### config.mk
export PLATFORM = sky130hd
export DESIGN_NAME = integer_set_table_top
export DESIGN_NICKNAME = d
export VERILOG_FILES = /design/src/design/ist_pkg.sv /design/src/design/ist_slot_ram.sv /design/src/design/ist_scan_unit.sv /design/src/design/integer_set_table_top.sv
export SDC_FILE = /design/constraint.sdc
export NUM_CORES = 1
export LEC_CHECK = 0
export BUFFER_PORTS_ARGS = -buffer_cell sky130_fd_sc_hd__buf_2
export CORE_UTILIZATION = 25
export DETAILED_ROUTE_END_ITERATION = 6
export HOLD_SLACK_MARGIN = 0.06
export PLACE_DENSITY = 0.41
export SYNTH_ARGS = -nofsm -noshare
export SYNTH_HDL_FRONTEND = slang
export SYNTH_SLANG_ARGS = --single-unit
### constraint.sdc
create_clock -name clk -period 7.3 [get_ports clk]
set_clock_uncertainty 0.1 [all_clocks]
set_input_delay 0 -clock clk [delete_from_list [all_inputs] [get_ports clk]]
set_output_delay 0 -clock clk [all_outputs]
set_load 0.02 [all_outputs]
### src/design/ist_pkg.sv
// ----------------------------------------------------------------------------
// ist_pkg
// Shared constants and types for the integer set table: store size, field
// widths, operation codes and the control bundle of the shared scan unit.
// ----------------------------------------------------------------------------
package ist_pkg;

    localparam int CAPACITY = 16;
    localparam int DATA_W   = 32;
    localparam int OP_W     = 2;
    localparam int IDX_W    = (CAPACITY > 1) ? $clog2(CAPACITY) : 1;
    localparam int COUNT_W  = $clog2(CAPACITY + 1);

    // Operation codes. Every other code behaves as a membership test.
    localparam logic [OP_W-1:0] OP_INSERT = 2'd0;
    localparam logic [OP_W-1:0] OP_REMOVE = 2'd1;

    // Control of the scan unit in the current cycle.
    typedef struct packed {
        logic clear;     // Start a new minimum/maximum reduction.
        logic step;      // Present one element to the unit.
        logic elem_vld;  // The element belongs to the set.
        logic excl_eq;   // Leave the element out when it equals the key.
    } scan_ctrl_t;

endpackage

### src/design/ist_slot_ram.sv
// ----------------------------------------------------------------------------
// ist_slot_ram
// Simple single-port-write, single-port-read memory with registered read
// data. Holds the values of the set slots.
// ----------------------------------------------------------------------------
module ist_slot_ram #(
    parameter int DEPTH = 16,
    parameter int WIDTH = 32
) (
    input  logic                                        clk,
    input  logic                                        we,
    input  logic [((DEPTH > 1) ? $clog2(DEPTH) : 1)-1:0] waddr,
    input  logic [WIDTH-1:0]                            wdata,
    input  logic [((DEPTH > 1) ? $clog2(DEPTH) : 1)-1:0] raddr,
    output logic [WIDTH-1:0]                            rdata
);

    logic [WIDTH-1:0] mem [DEPTH];
    logic [WIDTH-1:0] rdata_reg;

    always_ff @(posedge clk)
    begin
        if (we)
        begin
            mem[waddr] <= wdata;
        end
        rdata_reg <= mem[raddr];
    end

    assign rdata = rdata_reg;

endmodule

### src/design/ist_scan_unit.sv
// ----------------------------------------------------------------------------
// ist_scan_unit
// Shared compare unit. Each step compares one element against the key for
// equality and against the running minimum and maximum.
// ----------------------------------------------------------------------------
module ist_scan_unit (
    input  logic                             clk,
    input  logic                             rst_n,
    input  ist_pkg::scan_ctrl_t              ctrl,
    input  logic signed [ist_pkg::DATA_W-1:0] elem,
    input  logic signed [ist_pkg::DATA_W-1:0] key,
    output logic                             eq,
    output logic                             any,
    output logic signed [ist_pkg::DATA_W-1:0] lo,
    output logic signed [ist_pkg::DATA_W-1:0] hi
);
    import ist_pkg::*;

    logic                     any_reg;
    logic                     any_next;
    logic signed [DATA_W-1:0] lo_reg;
    logic signed [DATA_W-1:0] lo_next;
    logic signed [DATA_W-1:0] hi_reg;
    logic signed [DATA_W-1:0] hi_next;
    logic                     take;

    assign eq   = (elem == key);
    assign take = ctrl.step && ctrl.elem_vld && !(ctrl.excl_eq && eq);

    always_comb
    begin
        any_next = any_reg;
        lo_next  = lo_reg;
        hi_next  = hi_reg;
        if (ctrl.clear)
        begin
            any_next = 1'b0;
        end
        else if (take)
        begin
            any_next = 1'b1;
            if (!any_reg)
            begin
                lo_next = elem;
                hi_next = elem;
            end
            else
            begin
                if (elem < lo_reg)
                begin
                    lo_next = elem;
                end
                if (elem > hi_reg)
                begin
                    hi_next = elem;
                end
            end
        end
    end

    always_ff @(posedge clk or negedge rst_n)
    begin
        if (!rst_n)
        begin
            any_reg <= 1'b0;
        end
        else
        begin
            any_reg <= any_next;
        end
    end

    always_ff @(posedge clk)
    begin
        lo_reg <= lo_next;
        hi_reg <= hi_next;
    end

    assign any = any_reg;
    assign lo  = lo_reg;
    assign hi  = hi_reg;

endmodule

### src/design/integer_set_table_top.sv
// ----------------------------------------------------------------------------
// integer_set_table_top
// Bounded set of distinct signed 32-bit integers with insert, remove and
// membership test, reporting hit, count, empty flag, minimum and maximum.
// ----------------------------------------------------------------------------
// Usage:
// A transaction is issued by holding start high with op and value valid; it
// is accepted at the rising edge where start is high and busy is low.
// op 0 inserts, op 1 removes, any other code only tests membership.
// The block then walks all CAPACITY slots through one shared compare unit,
// one slot per cycle, finding the match, the first free slot and the minimum
// and maximum of the remaining elements. The data of the last slot read
// arrives in the drain state, then the merge state applies the update and
// folds the operand into the minimum and maximum when it stays in the set.
// The result appears in the response state, after the drain and merge
// states, with done high for exactly one cycle. busy falls in that result
// cycle, so a new transaction can be accepted at the edge that ends it; no
// other transaction is taken while one is in progress, as the slot scan
// goes through the single read port of the slot memory.
// The receiver cannot stall: each result is valid only while done is high.
// Reset empties the set by clearing the occupancy bits and the count; slot
// values are not cleared, since a slot value is only used while occupied.
// ----------------------------------------------------------------------------
module integer_set_table_top (
    input  logic                               clk,
    input  logic                               rst_n,
    input  logic                               start,
    output logic                               busy,
    input  logic [ist_pkg::OP_W-1:0]           op,
    input  logic signed [ist_pkg::DATA_W-1:0]  value,
    output logic                               done,
    output logic                               hit,
    output logic                               full_reject,
    output logic [ist_pkg::COUNT_W-1:0]        count,
    output logic                               is_empty,
    output logic signed [ist_pkg::DATA_W-1:0]  min_value,
    output logic signed [ist_pkg::DATA_W-1:0]  max_value
);
    import ist_pkg::*;

    // Sequencer states, one-hot.
    typedef enum logic [4:0] {
        ST_IDLE  = 5'b00001,
        ST_SCAN  = 5'b00010,
        ST_DRAIN = 5'b00100,
        ST_MERGE = 5'b01000,
        ST_RESP  = 5'b10000
    } state_t;

    localparam logic [IDX_W-1:0] LAST_IDX = IDX_W'(CAPACITY - 1);

    state_t                   state_reg,     state_next;
    logic [IDX_W-1:0]         rd_idx_reg,    rd_idx_next;
    logic                     proc_vld_reg,  proc_vld_next;
    logic [IDX_W-1:0]         proc_idx_reg,  proc_idx_next;
    logic [OP_W-1:0]          op_reg,        op_next;
    logic signed [DATA_W-1:0] val_reg,       val_next;
    logic                     match_fnd_reg, match_fnd_next;
    logic [IDX_W-1:0]         match_idx_reg, match_idx_next;
    logic                     free_fnd_reg,  free_fnd_next;
    logic [IDX_W-1:0]         free_idx_reg,  free_idx_next;
    logic                     reject_reg,    reject_next;
    logic [CAPACITY-1:0]      used_reg,      used_next;
    logic [COUNT_W-1:0]       count_reg,     count_next;

    scan_ctrl_t               scan_ctrl;
    logic signed [DATA_W-1:0] scan_elem;
    logic                     scan_eq;
    logic                     scan_any;
    logic signed [DATA_W-1:0] scan_lo;
    logic signed [DATA_W-1:0] scan_hi;

    logic                     ram_we;
    logic [DATA_W-1:0]        ram_rdata;
    logic                     accept;
    logic                     keep_val;
    logic                     cur_used;

    assign accept   = start && !busy;
    assign cur_used = used_reg[proc_idx_reg];

    // The operand stays in the set after an insert that hit or found room,
    // and after a test that hit; a remove always takes it out.
    always_comb
    begin
        if (op_reg == OP_INSERT)
        begin
            keep_val = match_fnd_reg || free_fnd_reg;
        end
        else if (op_reg == OP_REMOVE)
        begin
            keep_val = 1'b0;
        end
        else
        begin
            keep_val = match_fnd_reg;
        end
    end

    // During the scan the unit sees memory data; in the merge cycle it sees
    // the operand itself.
    assign scan_elem = (state_reg == ST_MERGE) ? val_reg : $signed(ram_rdata);

    always_comb
    begin
        state_next     = state_reg;
        rd_idx_next    = rd_idx_reg;
        proc_vld_next  = (state_reg == ST_SCAN);
        proc_idx_next  = rd_idx_reg;
        op_next        = op_reg;
        val_next       = val_reg;
        match_fnd_next = match_fnd_reg;
        match_idx_next = match_idx_reg;
        free_fnd_next  = free_fnd_reg;
        free_idx_next  = free_idx_reg;
        reject_next    = reject_reg;
        used_next      = used_reg;
        count_next     = count_reg;
        scan_ctrl      = '0;
        ram_we         = 1'b0;

        // Slot data arrives in the cycle after its read; process it here.
        if (proc_vld_reg)
        begin
            scan_ctrl.step     = 1'b1;
            scan_ctrl.elem_vld = cur_used;
            scan_ctrl.excl_eq  = 1'b1;
            if (cur_used && scan_eq && !match_fnd_reg)
            begin
                match_fnd_next = 1'b1;
                match_idx_next = proc_idx_reg;
            end
            if (!cur_used && !free_fnd_reg)
            begin
                free_fnd_next = 1'b1;
                free_idx_next = proc_idx_reg;
            end
        end

        case (state_reg)
            ST_IDLE, ST_RESP:
            begin
                if (accept)
                begin
                    op_next         = op;
                    val_next        = value;
                    rd_idx_next     = '0;
                    match_fnd_next  = 1'b0;
                    free_fnd_next   = 1'b0;
                    reject_next     = 1'b0;
                    scan_ctrl.clear = 1'b1;
                    state_next      = ST_SCAN;
                end
                else
                begin
                    state_next = ST_IDLE;
                end
            end
            ST_SCAN:
            begin
                if (rd_idx_reg == LAST_IDX)
                begin
                    state_next = ST_DRAIN;
                end
                else
                begin
                    rd_idx_next = rd_idx_reg + 1'b1;
                end
            end
            ST_DRAIN:
            begin
                state_next = ST_MERGE;
            end
            ST_MERGE:
            begin
                if (op_reg == OP_INSERT && !match_fnd_reg)
                begin
                    if (free_fnd_reg)
                    begin
                        ram_we                  = 1'b1;
                        used_next[free_idx_reg] = 1'b1;
                        count_next              = count_reg + 1'b1;
                    end
                    else
                    begin
                        reject_next = 1'b1;
                    end
                end
                else if (op_reg == OP_REMOVE && match_fnd_reg)
                begin
                    used_next[match_idx_reg] = 1'b0;
                    if (count_reg != '0)
                    begin
                        count_next = count_reg - 1'b1;
                    end
                end
                scan_ctrl.step     = 1'b1;
                scan_ctrl.elem_vld = keep_val;
                scan_ctrl.excl_eq  = 1'b0;
                state_next         = ST_RESP;
            end
            default:
            begin
                state_next = ST_IDLE;
            end
        endcase
    end

    always_ff @(posedge clk or negedge rst_n)
    begin
        if (!rst_n)
        begin
            state_reg     <= ST_IDLE;
            proc_vld_reg  <= 1'b0;
            match_fnd_reg <= 1'b0;
            free_fnd_reg  <= 1'b0;
            reject_reg    <= 1'b0;
            used_reg      <= '0;
            count_reg     <= '0;
        end
        else
        begin
            state_reg     <= state_next;
            proc_vld_reg  <= proc_vld_next;
            match_fnd_reg <= match_fnd_next;
            free_fnd_reg  <= free_fnd_next;
            reject_reg    <= reject_next;
            used_reg      <= used_next;
            count_reg     <= count_next;
        end
    end

    always_ff @(posedge clk)
    begin
        rd_idx_reg    <= rd_idx_next;
        proc_idx_reg  <= proc_idx_next;
        op_reg        <= op_next;
        val_reg       <= val_next;
        match_idx_reg <= match_idx_next;
        free_idx_reg  <= free_idx_next;
    end

    ist_slot_ram #(
        .DEPTH (CAPACITY),
        .WIDTH (DATA_W)
    ) u_slot_ram (
        .clk   (clk),
        .we    (ram_we),
        .waddr (free_idx_reg),
        .wdata (val_reg),
        .raddr (rd_idx_reg),
        .rdata (ram_rdata)
    );

    ist_scan_unit u_scan_unit (
        .clk   (clk),
        .rst_n (rst_n),
        .ctrl  (scan_ctrl),
        .elem  (scan_elem),
        .key   (val_reg),
        .eq    (scan_eq),
        .any   (scan_any),
        .lo    (scan_lo),
        .hi    (scan_hi)
    );

    // The result is held in registers and shown during the response cycle.
    assign busy        = !(state_reg == ST_IDLE || state_reg == ST_RESP);
    assign done        = (state_reg == ST_RESP);
    assign hit         = match_fnd_reg;
    assign full_reject = reject_reg;
    assign count       = count_reg;
    assign is_empty    = (count_reg == '0);
    assign min_value   = scan_any ? scan_lo : '0;
    assign max_value   = scan_any ? scan_hi : '0;

`ifndef SYNTHESIS
    // The count always equals the number of occupied slots.
    a_count_matches_used: assert property (@(posedge clk) disable iff (!rst_n)
        $countones(used_reg) == count_reg)
        else $error("element count differs from occupancy bits");

    // A dropped insert is only possible with every slot occupied.
    a_reject_when_full: assert property (@(posedge clk) disable iff (!rst_n)
        (done && full_reject) |-> (count_reg == COUNT_W'(CAPACITY)))
        else $error("insert rejected while a slot was free");

    // A non-empty set reports an ordered minimum and maximum.
    a_min_le_max: assert property (@(posedge clk) disable iff (!rst_n)
        (done && !is_empty) |-> (min_value <= max_value))
        else $error("minimum above maximum");

    // The empty flag and the minimum/maximum reduction agree.
    a_empty_consistent: assert property (@(posedge clk) disable iff (!rst_n)
        done |-> (is_empty == !scan_any))
        else $error("empty flag disagrees with min/max state");

    // The done strobe lasts exactly one cycle.
    a_done_single: assert property (@(posedge clk) disable iff (!rst_n)
        done |=> !done)
        else $error("done held for more than one cycle");
`endif

endmodule

# Yosys cells after proc, flatten, opt, wreduce, memory -nomap -nowiden
# Memory sizes are Yosys's and may differ from the RTL's. A register that Yosys moved wholly into a read port is not among the register bits.
# Cells that the tools add are included.
[word_totals]
memories = 1
rom_bits = 0
ram_bits = 512
output_inout_bits = 74
latch_bits = 0
word_cells = 134
in_bits = 37
regBits = 145
[op_classes]
eq_ne = 16
n_mux = 51
n_div = 0
multipliers = 0
n_lt_le_gt_ge = 7
reduce_logical = 36
add_sub_neg = 3
shifts = 0
bitwise_logic = 4
[memory_table]
columns = ["name", "words", "word_bits", "read_ports", "rd_clocked_by_memory_dff", "wr", "line", "text"]
rows = [
  ["u_slot_ram.mem", 16, 32, 1, 1, 1, "ist_slot_ram.sv:18", "logic [WIDTH-1:0] mem [DEPTH];"],
]
[op_table]
columns = ["operator", "count"]
rows = [
  ["$mux 32", 7],
  ["$mux 16", 3],
  ["$eq 32x32->1", 1],
  ["$gt 32x32->1", 1],
  ["$lt 32x32->1", 1],
  ["$mux 1", 25],
  ["$mux 5", 5],
  ["$pmux 5 s4", 1],
  ["$and 16x16->16", 1],
  ["$not 16->16", 1],
  ["$or 16x16->16", 1],
  ["$lt 4x5->1 const B", 3],
  ["$ne 2x2->1 const B", 6],
  ["$reduce_and 3->1", 4],
  ["$logic_and 1x1->1", 11],
  ["$reduce_bool 2->1", 5],
  ["$demux 1 s4", 2],
  ["$ge 4x1->1 const B", 2],
  ["$mux 4", 2],
  ["$pmux 4 s2", 1],
  ["$reduce_and 4->1", 2],
  ["$mux 3", 2],
  ["$reduce_and 2->1", 3],
  ["$add 5x1->5 const B", 1],
  ["20 further kinds", 26],
]

# Depth between registers and ports, before layout
# Gate-level depths: netlist (run 1).
[depth]
depth_word = 9
depth_mapped = 16
depth_no_buf = 14

# Modules after synthesis
# A second synthesis (run 1) with hierarchy kept.
[hier_totals]
hier_cells = 1567
area_unflattened_um2 = 27740.4
[modules_own_cells]
columns = ["mod", "instances", "area_each_um2", "seq_area_each_um2", "cells_per_inst"]
rows = [
  ["ist_slot_ram", 1, 19835.3, 16015.4, 838],
  ["ist_scan_unit", 1, 3961.3, 1946.9, 340],
  ["integer_set_table_top", 1, 3943.8, 2213.4, 389],
]

# Worst setup path before layout (run 1)
# OpenSTA, ideal clock, no wires.
[synth_timing]
path_kind = "flip-flop to flip-flop"
start = "register state_reg[1]"
end = "register u_scan_unit.hi_reg[0], in the netlist u_scan_unit.hi[0], enable pin"
required_time_ns = 6.730
setup_ns = 0.470
synth_period_minus_slack_ns = 5.921
path_stages_with_launch = 16
n_path_buf = 2
slack_ns = 1.379
arrival_ns = 5.351
cell_sequence = "dfrtp_1 nor3_4 nand2_1 inv_1 clkbuf_1 clkbuf_1 nand2_1 nand2_1 ha_1 a21o_1 a2111oi_0 o31ai_1 o21ai_0 o2111ai_1 mux2i_1 a211oi_1"
[synth_via]
elab_chain_len = 7
word_cells_on_any_way = 19
cone_classes = "1 x order compare; 5 x eq/ne; 4 x mux; 1 x bitwise; 8 x reduce/logical"
[synth_rtl]
columns = ["element", "line", "text"]
rows = [
  ["from (decl)", "integer_set_table_top.sv:52", "state_t state_reg, state_next;"],
  ["from (signal assigned)", "integer_set_table_top.sv:223", "state_reg <= state_next;"],
  ["$eq 5x4->1 *", "integer_set_table_top.sv:102", "assign scan_elem = (state_reg == ST_MERGE) ? val_reg : $signed(ram_rdata);"],
  ["$mux 32 *", "integer_set_table_top.sv:102", ""],
  ["named net scan_elem[11]", "integer_set_table_top.sv:67", "logic signed [DATA_W-1:0] scan_elem;"],
  ["branches (longest 4 deep; another with $gt 32x32->1)", "n/a", ""],
  ["$reduce_and 3->1 (no source line) *", "n/a", ""],
  ["to (signal assigned)", "ist_scan_unit.sv:76", "hi_reg <= hi_next;"],
  ["to (decl)", "ist_scan_unit.sv:23", "logic signed [DATA_W-1:0] hi_reg;"],
]
# Mark *: on every way through the listed nets, which the timed path passes.
# A chain may end at the register's enable or synchronous reset.

# Final worst setup path (run 1)
# Same ends and word-level chain as after synthesis.

==> reports/metrics.yaml, run 1 <==
clock-sinks: 689
grt_pass1_vias: 15600
finalSetupViolations: 0
drive_above_1_share: 0.253
grt_setup_unrepaired: "false"
cts.htree.levels: 3
power.total_uw: 11500
clock.fmax_mhz: 196
synth-edff-count: 622
layout_common_cells: "edfxtp_1, mux4_2, buf_2"
clk_pin_slew_ns: 0.06
synth_flop_cell: "edfxtp_1"
cpPeakStageDelay_ns: 0.77
cpMaxStageDelayCell: "a211oi_4"
wl_um: 75100
initialDrtViolationCount: 1017
slew_violations: 0
nets: 1853
worstPathMaxFanout: 27
cts_buffer_depth: 3
status: "finished, final reports clean"
numPortBuffers: 110
grt_overflow: 0
wl_per_cell_um: 22.8
start_util: 0.253
vias: 14500
syn_inst: 1498
layout_commonest_cell: "edfxtp_1"
multi_input_area_um2: 7130
die_x_um: 335
ir_drop_mv: 0.207
largest_reg_flops: 512
ioPinCount: 111
worst-path-buf-inv: 3
top_register: "u_slot_ram.mem"
routabilityCongestion: 0.796
dr.pass1.iters: 5
syn_nets: 1602
avgSynthCellArea_um2: 18.5
period_share: 0.700
endpoint_kind: "flip-flop"
crit_type: "flip-flop to flip-flop"
critPathArrivalTime_ns: 5.30
min_period_ns: 5.11
avgViaCountPerCell: 4.42
hold_viol: 0
nFillCells: 10800
ys_types: 58
postSynth.asyncResetShare: 0.0450
hp-class: "input port to flip-flop"
power_density_nw_per_um2: 342
startpoint_type: "flip-flop"
core-area_um2: 109000
area_growth_pct: 21.6
cp.required_ns: 7.49
tightest_slew_ns: 0.945
ys_warn_count: 0
setup_tns_ns: 0
path_cells: "nor3_4 -> nand2_1 -> inv_1 -> buf_4 -> o21ai_0 -> ha_1 -> and3_1 -> nand4_1 -> nor3_1 -> nand4_1 -> o2111ai_1 -> mux2i_1 -> a211oi_4 -> buf_4"
clkLatencyLatePin_ns: 0.62
clockRootBuffer: "clkbuf_16"
die_h_um: 335
placementRows: 121
synth_seq_cells: 689
seq_area_um2: 20200
cts_buffers: 80
antenna_found_initial: 5
grt_use_total: 0.135
grt_pass1_wl_um: 109000
ys_seq_area_frac: 0.728
cpLargestDelayFamily: "simple AND/OR/NAND/NOR gates"
dieArea_um2: 112000
p_leak_uw: 0.0116
ant_nets: 0
dp_hpwl_um: 43800
grt_start_max_net_pins: 131
syn-cell-area_um2: 27700
drcViolationCount: 0
timing.slew.headroom: 0.370
cts_tree: "yes"
num_antenna_cells: 0
cap_viol_max_count: 0
[worst reg2reg max path: stages (launching register included)]
cell	delay, ns
dfrtp_1	0.44
nor3_4	0.23
nand2_1	0.09
inv_1	0.33
buf_4	0.40
o21ai_0	0.27
ha_1	0.33
and3_1	0.14
nand4_1	0.15
nor3_1	0.50
nand4_1	0.21
o2111ai_1	0.26
mux2i_1	0.15
a211oi_4	0.77
buf_4	0.42
[routing by layer]
metal | track usage | part of all wire | vias up
met2 | 0.218 | 0.47 | 367
li1 | - | - | 6411
met1 | 0.184 | 0.46 | 7660
met3 | 0.0240 | 0.047 | 107
met4 | 0.0384 | 0.022 | 0
met5 | 0 | 0 | -
[final cells by class]
cell class	count	share of cell area
clock buffer	116	0.0690
sequential	689	0.599
inverter	85	0.00947
multi-input combinational	672	0.212
tap	1476	0.0548
clock inverter	32	0.00851
timing repair buffer	221	0.0475
[worst paths after layout]
kind,end,slack [ns],depth (start not counted),from
max reg2reg,u_scan_unit.hi[0]$_DFFE_PP_,2.19,14,state_reg[1]$_DFFE_PN0P_
min in group asynchronous,state_reg[0]$_DFFE_PN1P_,0.38,3,rst_n
min,u_scan_unit.any$_DFFE_PN0P_,0.26,5,start
max in group asynchronous,u_scan_unit.any$_DFFE_PN0P_,6.52,4,rst_n
min reg2reg,proc_idx_reg[2]$_DFF_P_,0.27,0,proc_idx_next[2]$_SDFFCE_PN0P_
max,u_scan_unit.hi[0]$_DFFE_PP_,2.19,14,state_reg[1]$_DFFE_PN0P_
[per-stage QoR]
stage / worst slack [ns] / instances / instance area [um2] / hold slack, ns / utilization
floorplan: 1.38 / 1498 / 27700 / -0.396 / -
global placement: 2.35 / 3071 / 30300 / -0.00746 / 0.278
detailed placement: 2.09 / 3071 / 30300 / 0.0147 / 0.278
CTS: 2.07 / 3291 / 33700 / 0.231 / 0.308
global route: 1.81 / 3291 / 33700 / 0.282 / 0.308
finish: 2.19 / 3291 / 33700 / 0.262 / 0.308
[cells in the mapped netlist, types with 2 or more instances]
| cell | count | area, um2 |
|---|---|---|
| nand2b_1 | 8 | 50.1 |
| nor4_1 | 7 | 43.8 |
| mux2i_1 | 2 | 20.0 |
| o2111ai_1 | 3 | 26.3 |
| dfxtp_1 | 36 | 721 |
| and3_1 | 5 | 31.3 |
| mux4_2 | 164 | 3690 |
| inv_1 | 84 | 315 |
| o22ai_1 | 2 | 12.5 |
| a21oi_1 | 59 | 295 |
| clkbuf_1 | 37 | 139 |
| buf_1 | 5 | 18.8 |
| o221ai_1 | 2 | 17.5 |
| nand3_1 | 13 | 65.1 |
| ha_1 | 66 | 826 |
| a21o_1 | 9 | 67.6 |
| xor2_1 | 3 | 26.3 |
| nand2_1 | 106 | 398 |
| nand4_1 | 13 | 81.3 |
| nor2_1 | 42 | 158 |
| dfrtp_1 | 30 | 751 |
| edfxtp_1 | 622 | 18700 |
| nor3_1 | 17 | 85.1 |
| a31oi_1 | 4 | 25.0 |
| o21a_1 | 2 | 15.0 |
| and2_1 | 65 | 407 |
| o21ai_0 | 17 | 85.1 |
| a2111oi_0 | 3 | 26.3 |
| buf_2 | 10 | 50.1 |
| nor2b_1 | 6 | 37.5 |
| a211oi_1 | 3 | 22.5 |
| xnor2_1 | 27 | 236 |
[power breakdown]
group	internal, uW	switching [uW]
sequential	4700	331
combinational	1120	1420
clock	2380	1580
total	8200	3330
[logic make-up (layout without fill, tap and decap cells)]
kind of cell    count (synthesis)  count (layout)  share of synthesized area
flops                         689             689                      0.728
buf+inv                       137             454                     0.0190
mux                           167             167                      0.134
compound gates                116             116                     0.0256
simple gates                  292             292                     0.0524
xor+xnor                       30              30                    0.00949
fa+ha+maj                      67              67                     0.0305
[repair_timing]
action / 4_1_cts / 5_1_grt
resized for setup: 0 / 0
endpoints found under the hold margin: 72 / 0
hold buffers: 72 / 0
buffers inserted: 0 / 0
No activity file was read; power rests on OpenSTA's default activity.
==> inputs of run 2 (changes only) <==
Settings changed: ABC_AREA set to 1.
Clock period 7.3 ns to 5.15 ns, I/O delays scaled along.
==> run 2 against run 1 <==
  * Die area grew 3.5%
  * Sequential cell count is the same
  * Via count grew 29%
  * Setup slack lost 1.6 ns
  * Synthesized cell count grew 54%
  * Clock-buffer cell count shrank 8
  * Hold slack gained 0.061 ns
  * Register-to-register slack lost 1.6 ns
  * Largest power group unchanged
  * Highest routed layer unchanged
==> reports/metrics.yaml, run 2 <==
cts.htree.levels: 3  # unchanged
dp_worst_setup_slack_ns: 0.397  # was 2.09 ns
yosys.area.top_type_share: 0.652  # was 0.674
dp_hpwl_um: 49600  # was 43800 um
initialDrtViolationCount: 1371  # was 1017
clk_pin_slew_ns: 0.06  # about the same
yosys.area_share.simple: 0.111  # was 0.0524
synth-edff-count: 622  # unchanged
syn_nets: 2411  # was 1602
wl_per_cell_um: 21.1  # was 22.8 um
top_register: "u_slot_ram.mem"  # unchanged
postSynth.asyncResetShare: 0.0450  # unchanged
period_share: 0.891  # was 0.700
yosysMostFrequentCell: "edfxtp_1"  # unchanged
timing.slew.headroom: 0.228  # was 0.370
grt_use_total: 0.146  # was 0.135
grt_setup_unrepaired: "false"  # unchanged
hp-class: "input port to flip-flop"  # unchanged
synth_area_leader_cell: "edfxtp_1"  # unchanged
finalSetupViolations: 0  # unchanged
antenna_found_initial: 5  # unchanged
placementRows: 123  # was 121
avgSynthCellArea_um2: 12.4  # was 18.5 um2
syn_inst: 2307  # was 1498
numPortBuffers: 110  # unchanged
drcViolationCount: 0  # unchanged
critPathArrivalTime_ns: 4.81  # was 5.30 ns
synth_common_cells: "edfxtp_1, nor2_1, nand2_1, inv_1, o21ai_0"  # was edfxtp_1, mux4_2, nand2_1, inv_1, ha_1
synth_top_family_by_area: "simple AND/OR/NAND/NOR gates"  # was multiplexers
die_x_um: 341  # was 335 um
worstPathMaxFanout: 46  # was 27
cts_resized: 0  # unchanged
ant_nets: 0  # unchanged
clock.fmax_mhz: 218  # was 196 MHz
dp.cells: 3863  # was 3071
startpoint_type: "flip-flop"  # unchanged
power_density_nw_per_um2: 517  # was 342 nW/um2
cts_tree: "yes"  # unchanged
grt_overflow: 0  # unchanged
endpoint_kind: "flip-flop"  # unchanged
p_leak_uw: 0.0128  # was 0.0116 uW
grt_start_max_net_pins: 196  # was 131
hold_viol: 0  # unchanged
avgViaCountPerCell: 4.60  # was 4.42
grt_pass1_vias: 18300  # was 15600
core-area_um2: 113000  # was 109000 um2
layout_commonest_cell: "edfxtp_1"  # unchanged
ioPinCount: 111  # unchanged
synthMuxAreaShare: 0.0196  # was 0.134
synth_area_leaders: "edfxtp_1, nor2_1, nand2_1"  # was edfxtp_1, mux4_2, ha_1
dieArea_um2: 116000  # was 112000 um2
synth_flop_cell: "edfxtp_1"  # unchanged
setup_tns_ns: 0  # unchanged
ir_drop_mv: 0.602  # was 0.207 mV
clockRootBuffer: "clkbuf_16"  # unchanged
syn-cell-area_um2: 28700  # was 27700 um2
tightest_slew_ns: 1.16  # was 0.945 ns
vias: 18800  # was 14500
layout_common_cells: "edfxtp_1, nor2_1, nand2_1"  # was edfxtp_1, mux4_2, buf_2
start_util: 0.253  # about the same
post-cts-setup-buffers: 0  # unchanged
ys_warn_count: 0  # unchanged
die_h_um: 341  # was 335 um
grt_pass1_wl_um: 125000  # was 109000 um
cts_buffers: 77  # was 80
clock-sinks: 689  # unchanged
status: "finished, final reports clean"  # unchanged
synth_seq_cells: 689  # unchanged
wl_um: 86100  # was 75100 um
routabilityCongestion: 0.807  # was 0.796
cp.required_ns: 5.38  # was 7.49 ns
power.total_uw: 17900  # was 11500 uW
ys_seq_area_frac: 0.704  # was 0.728
crit_type: "flip-flop to flip-flop"  # unchanged
nets: 2618  # was 1853
ys_types: 42  # was 58
layout_setup_ws_ns: 0.564  # was 2.19 ns
cap_viol_max_count: 0  # unchanged
synth_fa_ha_area_frac: 0.0295  # was 0.0305
clkLatencyLatePin_ns: 0.64  # was 0.62 ns
synth-xor-area-share: 0.00306  # was 0.00949
slew_violations: 0  # unchanged
fin_cells: 4079  # was 3291
area_growth_pct: 20.5  # was 21.6%
drive_above_1_share: 0.122  # was 0.253
dr.pass1.iters: 5  # unchanged
synth-compound-area-share: 0.0894  # was 0.0256
cts_buffer_depth: 3  # unchanged
hold_buffers: 72  # unchanged
largest_reg_flops: 512  # unchanged
min_period_ns: 4.59  # was 5.11 ns
run 2: logic make-up (layout without fill, tap and decap cells):
group                      Yosys count  after routing
xor gates and xnor gates            10             10
and+or+nand+nor                    774            774
buffers and inverters              319            590
other                                0              1
AOI/OAI and AO/OA                  392            392
DFF                                689            689
adders and majority gates           67             67
muxes                               56             56
run 2: area by class of cell:
cell class	instances	area, um2
inverter	204	771
multi-input combinational	1299	7360
antenna	1	2.50
timing repair buffer	243	1800
fill	11400	78600
clock buffer	108	2120
tap	1500	1880
sequential	689	20200
clock inverter	35	440
run 2: worst paths after layout:
path | slack (ns) | startpoint | end | cells past startpoint
max | 0.56 | state_reg[2]$_DFFE_PN0P_ | u_scan_unit.hi[10]$_DFFE_PP_ | 16
min | 0.32 | start | full_reject$_DFFE_PN0P_ | 5
max reg2reg | 0.56 | state_reg[2]$_DFFE_PN0P_ | u_scan_unit.hi[10]$_DFFE_PP_ | 16
min reg2reg | 0.38 | proc_idx_next[3]$_SDFFCE_PN0P_ | proc_idx_reg[3]$_DFF_P_ | 0
max in group asynchronous | 4.26 | rst_n | u_scan_unit.any$_DFFE_PN0P_ | 4
min in group asynchronous | 0.46 | rst_n | state_reg[0]$_DFFE_PN1P_ | 3
run 2: through the flow:
stage / hold slack, ns / cell area [um2] / utilization
final: 0.323 / 34500 / 0.305
after global routing: 0.378 / 34500 / 0.305
after CTS: 0.300 / 34500 / 0.305
after detailed placement: 0.0610 / 31300 / 0.276
after global placement: 0.0615 / 31300 / 0.276
after floorplan: -0.396 / 28700 / -
run 2: power breakdown:
group	leakage [uW]	internal (uW)	switching, uW	total (uW)
sequential	0.00634	6720	390	7110
combinational	0.00524	1570	3560	5130
clock	0.00124	3380	2230	5610
total	0.0128	11700	6180	17900
run 2: layer usage:
metal / GRT usage / part of all wire
met5: 0 / 0
met4: 0.0377 / 0.017
met3: 0.0235 / 0.052
met2: 0.229 / 0.45
met1: 0.210 / 0.48
run 2: worst max-delay path: stages (launching register included):
cell and delay (ns):
dfrtp_1 0.41, nor2_2 0.18, nand3_4 0.29, inv_2 0.67, o21ai_0 0.37, ha_1 0.38, nand2_1 0.06, nor2_1 0.17
nand2_1 0.08, nor2_1 0.22, nand4_1 0.11, nor2_1 0.17, a21oi_1 0.11, nand4_1 0.08, o211ai_1 0.14, a21oi_4 0.48
buf_12 0.24
